===== config.mk =====
export PLATFORM = sky130hd
export DESIGN_NAME = npmac_mulred
export DESIGN_NICKNAME = d
export VERILOG_FILES = /design/src/hw/rtl/npmac_pkg.sv /design/src/hw/rtl/npmac_mulred.sv
export SDC_FILE = /design/constraint.sdc
export NUM_CORES = 2
export LEC_CHECK = 0
export ABC_CLOCK_PERIOD_IN_PS = 15680
export BUFFER_PORTS_ARGS = -buffer_cell sky130_fd_sc_hd__clkbuf_2
export CORE_MARGIN = 3
export CORE_UTILIZATION = 31
export CTS_CLUSTER_DIAMETER = 60
export DETAILED_ROUTE_END_ITERATION = 6
export PLACE_DENSITY = 0.48
export SLEW_MARGIN = 20
export SYNTH_ARGS = -nofsm -noshare
export SYNTH_HDL_FRONTEND = slang
export SYNTH_SLANG_ARGS = --single-unit

===== constraint.sdc =====
create_clock -name i_clk -period 15.68 [get_ports i_clk]
set_input_delay 3.136 -clock i_clk [delete_from_list [all_inputs] [get_ports i_clk]]
set_output_delay 3.136 -clock i_clk [all_outputs]
set_load 0.1 [all_outputs]

===== src/hw/rtl/npmac_pkg.sv =====
// Package for the negacyclic polynomial multiply-accumulate block mod q.
// Holds widths, modulus and Barrett constants, opcodes, the tag type and the reduce function.
// No dependencies.
package npmac_pkg;

    localparam int N_COEFFS = 512;
    localparam int ADDR_W   = $clog2(N_COEFFS);

    localparam int OP_W    = 2;
    localparam int IDX_W   = 9;
    localparam int VAL_W   = 20;
    localparam int NOISE_W = 10;
    localparam int WIDE_W  = VAL_W + 2;

    localparam logic [OP_W-1:0] OP_LOAD = 2'd0;
    localparam logic [OP_W-1:0] OP_MAC  = 2'd1;
    localparam logic [OP_W-1:0] OP_READ = 2'd2;

    localparam logic [WIDE_W-1:0] Q_W  = 22'd724481;
    localparam logic [WIDE_W-1:0] Q2_W = 22'd1448962;

    // Barrett: qhat = ((x >> (VAL_W-1)) * MU) >> (VAL_W+1), MU = floor(2^(2*VAL_W) / q)
    localparam int PROD_W = 2 * VAL_W;
    localparam int BAR_LO = VAL_W - 1;
    localparam int BAR_HI = VAL_W + 1;
    localparam int QH_W   = PROD_W - BAR_LO;
    localparam int MU_W   = 21;
    localparam int T_W    = QH_W + MU_W;
    localparam int QQ_W   = QH_W + VAL_W;
    localparam logic [MU_W-1:0] MU = 21'd1517654;

    localparam int MR_LAT  = 5;
    localparam int TAG_N   = MR_LAT + 1;
    localparam int RD_TAP  = MR_LAT - 1;
    localparam int WB_TAP  = MR_LAT;

    typedef struct packed {
        logic              wrap;
        logic [ADDR_W-1:0] k;
    } t_tag;

    // reduce a value below 3q into [0,q)
    function automatic logic [VAL_W-1:0] reduce3(input logic [WIDE_W-1:0] v);
        logic [WIDE_W-1:0] r;
        if (v >= Q2_W) begin
            r = v - Q2_W;
        end else if (v >= Q_W) begin
            r = v - Q_W;
        end else begin
            r = v;
        end
        return r[VAL_W-1:0];
    endfunction

endpackage


===== src/hw/rtl/npmac_mulred.sv =====
// Pipelined modular multiplier: p = a*b mod q by Barrett reduction, five register stages.
// Depends on npmac_pkg.
module npmac_mulred (
    input  logic                          i_clk,
    input  logic [npmac_pkg::VAL_W-1:0]   i_a,
    input  logic [npmac_pkg::VAL_W-1:0]   i_b,
    output logic [npmac_pkg::VAL_W-1:0]   o_p
);

    logic [npmac_pkg::PROD_W-1:0] r_prod;
    logic [npmac_pkg::T_W-1:0]    r_t;
    logic [npmac_pkg::WIDE_W-1:0] r_xlo2;
    logic [npmac_pkg::WIDE_W-1:0] r_xlo3;
    logic [npmac_pkg::WIDE_W-1:0] r_qq;
    logic [npmac_pkg::WIDE_W-1:0] r_r;
    logic [npmac_pkg::VAL_W-1:0]  r_p;

    logic [npmac_pkg::T_W-1:0]    t_full;
    logic [npmac_pkg::QQ_W-1:0]   qq_full;

    assign t_full  = npmac_pkg::T_W'(r_prod[npmac_pkg::PROD_W-1:npmac_pkg::BAR_LO])
                   * npmac_pkg::T_W'(npmac_pkg::MU);
    assign qq_full = npmac_pkg::QQ_W'(r_t[npmac_pkg::T_W-1:npmac_pkg::BAR_HI])
                   * npmac_pkg::QQ_W'(npmac_pkg::Q_W);

    always_ff @(posedge i_clk) begin
        r_prod <= npmac_pkg::PROD_W'(i_a) * npmac_pkg::PROD_W'(i_b);
        r_t    <= t_full;
        r_xlo2 <= r_prod[npmac_pkg::WIDE_W-1:0];
        r_qq   <= qq_full[npmac_pkg::WIDE_W-1:0];
        r_xlo3 <= r_xlo2;
        r_r    <= r_xlo3 - r_qq;
        r_p    <= npmac_pkg::reduce3(r_r);
    end

    assign o_p = r_p;

endmodule


==> key figures <==
Clocking
  – Total CTS buffers: 17
  – Clock tree root driver cell: clkbuf_16
  – Clock-pin slew on the worst setup and hold paths: around 0.070 ns
  – PostCTS Resize Cnt: 0
  – Setup bufs post-CTS: 0
  – Later-pin clock latency in the skew report: roughly 0.44 ns
  – TritonCTS clock tree: built
  – CTS Sinks: 169
  – CTS max path bufs: 2
  – Hold buffers post-CTS: 0
  – CTS H-tree depth: 4

Synth
  – Yosys Warn Count: 0
  – Asr flop ratio synth: 0%
  – Synth Flop Type: dfxtp_1
  – Post-synthesis sequential area ratio: 12.53%
  – Syn_area_per_cell: about 9.6 um^2
  – EDFF count, synth: 0
  – Mapped Nets: about 3800
  – FF+latch count, synth: roughly 170
  – Cell Area, Synth: 27010 um^2
  – Mapped Cells: 2815
  – Distinct cells, synth: approximately 70

Drt
  – WL final: 63.44 mm
  – Drt first pass iters: 5
  – Routed WL per cell: 16.00 um
  – Max Used Layer: met4
  – Iteration-0 DRC Markers: 650
  – Drt via density: 4.448
  – Wl on met1: approximately 32 mm
  – Via count: ~18000
  – Post-route ant nets: 0
  – Met3 wire length: approximately 2.1 mm
  – Met2 wire length: 28.60 mm
  – # DRC: 0

Timing
  – Final worst slack: around 6 ns
  – Crit path time final: about 9.5 ns
  – Fin crit share: about three fifths
  – RSZ-0062 raised after global routing: false
  – Fin. max-slew vios: 0
  – Setup TNS Final: 0 ns
  – Hold Fails Final Rpt: 0
  – Clock Skew: between 0.01 and 0.015 ns
  – Tightest Pin Transition: 0.7352 ns
  – Fmax: approximately 100 MHz
  – Slew headroom: just over 50%
  – # setup viols final: 0

Floorplanning
  – Height of the die: between 300 and 400 um
  – Horiz. Die Dim: around 300 um
  – Starting Density: a little under a third
  – Die Area: roughly 90000 um^2
  – Rows: ~110
  – Core ar.: about 86000 um^2
  – IO Pins: 61

Critical path
  – Worst R2R Path Depth: 21
  – RR Startpoint: r_prod[21]$_DFF_P_
  – CP Capture Type: flop
  – Crit path required time: 16.01 ns
  – Worst R2R End: r_t[27]$_DFF_P_
  – WS Path Type: in2reg
  – Crit path launch type: primary input
  – CP arrival: approximately 10 ns
  – R2r setup slk: roughly 8.9 ns
  – Crit-path max FO: 20

Run status
  – Outcome: finished clean

Cells and area
  – Finished Layout Cells: 3964
  – P&R area growth vs syn: 7.449%
  – Final Util: between 30 and 40%
  – Share of cells above drive strength 1: a little under 4%
  – Fin nets: 3764
  – ANT cells: 0
  – Fillers: between 8000 and 9000

Min path
  – Hold Crit Depth: 0
  – Class of the worst hold path: reg2reg
  – Hold Startpoint: r_prod[8]$_DFF_P_
  – Worst Hold End: r_xlo2[8]$_DFF_P_

Place
  – Detail Placement HPWL: between 50 and 60 mm
  – Cells after DPL: between 3000 and 4000
  – Pre-CTS setup slack: between 5 and 6 ns
  – Gpl congestion: around 0.83
  – PortBufs: 60

GRT
  – First-pass GRT wire length: about 100 mm
  – Largest net degree at the start of global routing: 21
  – Grt ovf: 0
  – GRT Total Usage: between 10 and 15%
  – Initial antenna violation count: 0
  – Vias in the first global route: 18677

Job
  – Max_cap viols: 0
-- metal layers --
metal	up-vias	track usage [%]
li1	8598	-
met1	8752	21.02
met2	234	23.49
met3	47	2.109
met4	0	2.956
met5	-	0
-- stage by stage --
step	hold slack, ns	area (um^2)
2_1_floorplan	0.3096	27010
3_3_place_gp	0.3102	28420
3_5_place_dp	0.3121	28420
4_1_cts	0.3207	29020
5_1_grt	0.3170	29020
6_report	0.3217	29020
-- flip-flops by register name (all words and copies together), names as in the netlist --
signal,count
o_p,20
r_xlo2,22
r_qq,22
r_xlo3,22
r_r,22
r_t,21
r_prod,40
-- logic make-up (layout without fill, tap and decap cells) --
group                      count (synthesis)  after routing  synth area share, %
DFF                                      169            169                12.53
adders and majority gates                915            915                55.54
and+or+nand+nor                          605            605                11.43
AOI/OAI and AO/OA                        239            239                5.981
buffers and inverters                    769            774                10.69
xor gates and xnor gates                 116            116                3.762
muxes                                      2              2              0.07413
-- placed cells by master, fill, tap and decap left out, drive strengths merged, types with 24 or more instances in the layout --
| master | Yosys | final |
|---|---|---|
| xor2 | 27 | 27 |
| a21o | 34 | 34 |
| a21oi | 70 | 70 |
| xnor2 | 89 | 89 |
| clkbuf | 85 | 77 |
| nor2 | 56 | 56 |
| nand2 | 218 | 218 |
| nand3 | 24 | 24 |
| o21ai | 41 | 41 |
| and2 | 228 | 228 |
| inv | 683 | 690 |
| ha | 442 | 442 |
| fa | 473 | 473 |
| dfxtp | 169 | 169 |
-- worst max path at each step --
stage | cells after the start | start | end | slack [ns]
floorplan | 24 | i_b[11] | r_prod[39]$_DFF_P_ | 6.42
global placement | 23 | i_a[11] | r_prod[39]$_DFF_P_ | 5.69
detailed placement | 24 | i_a[7] | r_prod[39]$_DFF_P_ | 5.68
CTS | 23 | i_a[10] | r_prod[39]$_DFF_P_ | 6.16
global route | 24 | i_a[7] | r_prod[37]$_DFF_P_ | 5.86
finish | 23 | i_a[11] | r_prod[39]$_DFF_P_ | 6.14
-- worst max-delay path: stages --
cell and delay, ns:
clkbuf_2 0.34, and2_1 0.29, fa_1 0.53, inv_1 0.05, fa_1 0.49, fa_1 0.51, inv_1 0.06, fa_1 0.55
fa_1 0.42, fa_1 0.49, inv_1 0.05, fa_1 0.47, inv_1 0.04, ha_1 0.34, a21o_1 0.18, a21o_1 0.19
a221oi_1 0.28, a21boi_1 0.39, o21ba_2 0.30, o21ai_1 0.19, a41oi_1 0.27, nor2_1 0.08, a211o_1 0.22
-- cell usage after synthesis (all sizes together) (7+ instances only) --
cell    count  area (um^2)
nor2       56        212.7
nand4      11        68.82
fa        473         9469
a21o       34        255.2
a211oi     10        92.59
and3        8        50.05
xnor2      89        779.5
inv       683         2564
clkbuf     85        319.1
xor2       27        236.5
o21bai     13        97.59
nor3       17        85.08
and2      228         1426
nand3      24        120.1
ha        442         5530
o21a        8        60.06
a21oi      70        357.8
a31oi       7        43.79
nand2     218        818.3
or3         8        60.06
o211ai      9        67.56
dfxtp     169         3383
nor2b       9        56.30
o21ai      41        205.2
-- final cells by class --
| class | instances | area (um^2) | share of cell area [%] |
|---|---|---|---|
| Clock buffer | 17 | 425.4 | 1.466 |
| Clock inverter | 14 | 178.9 | 0.6165 |
| Inverter | 683 | 2564 | 8.834 |
| Multi-Input combinational cell | 1877 | 20740 | 71.46 |
| Sequential cell | 169 | 3383 | 11.66 |
| Tap cell | 1144 | 1431 | 4.932 |
| Timing Repair Buffer | 60 | 300.3 | 1.035 |
Power is left out: the tool's default activity adds up to more than one toggle a clock period on the data nets, which glitch-free logic cannot reach.
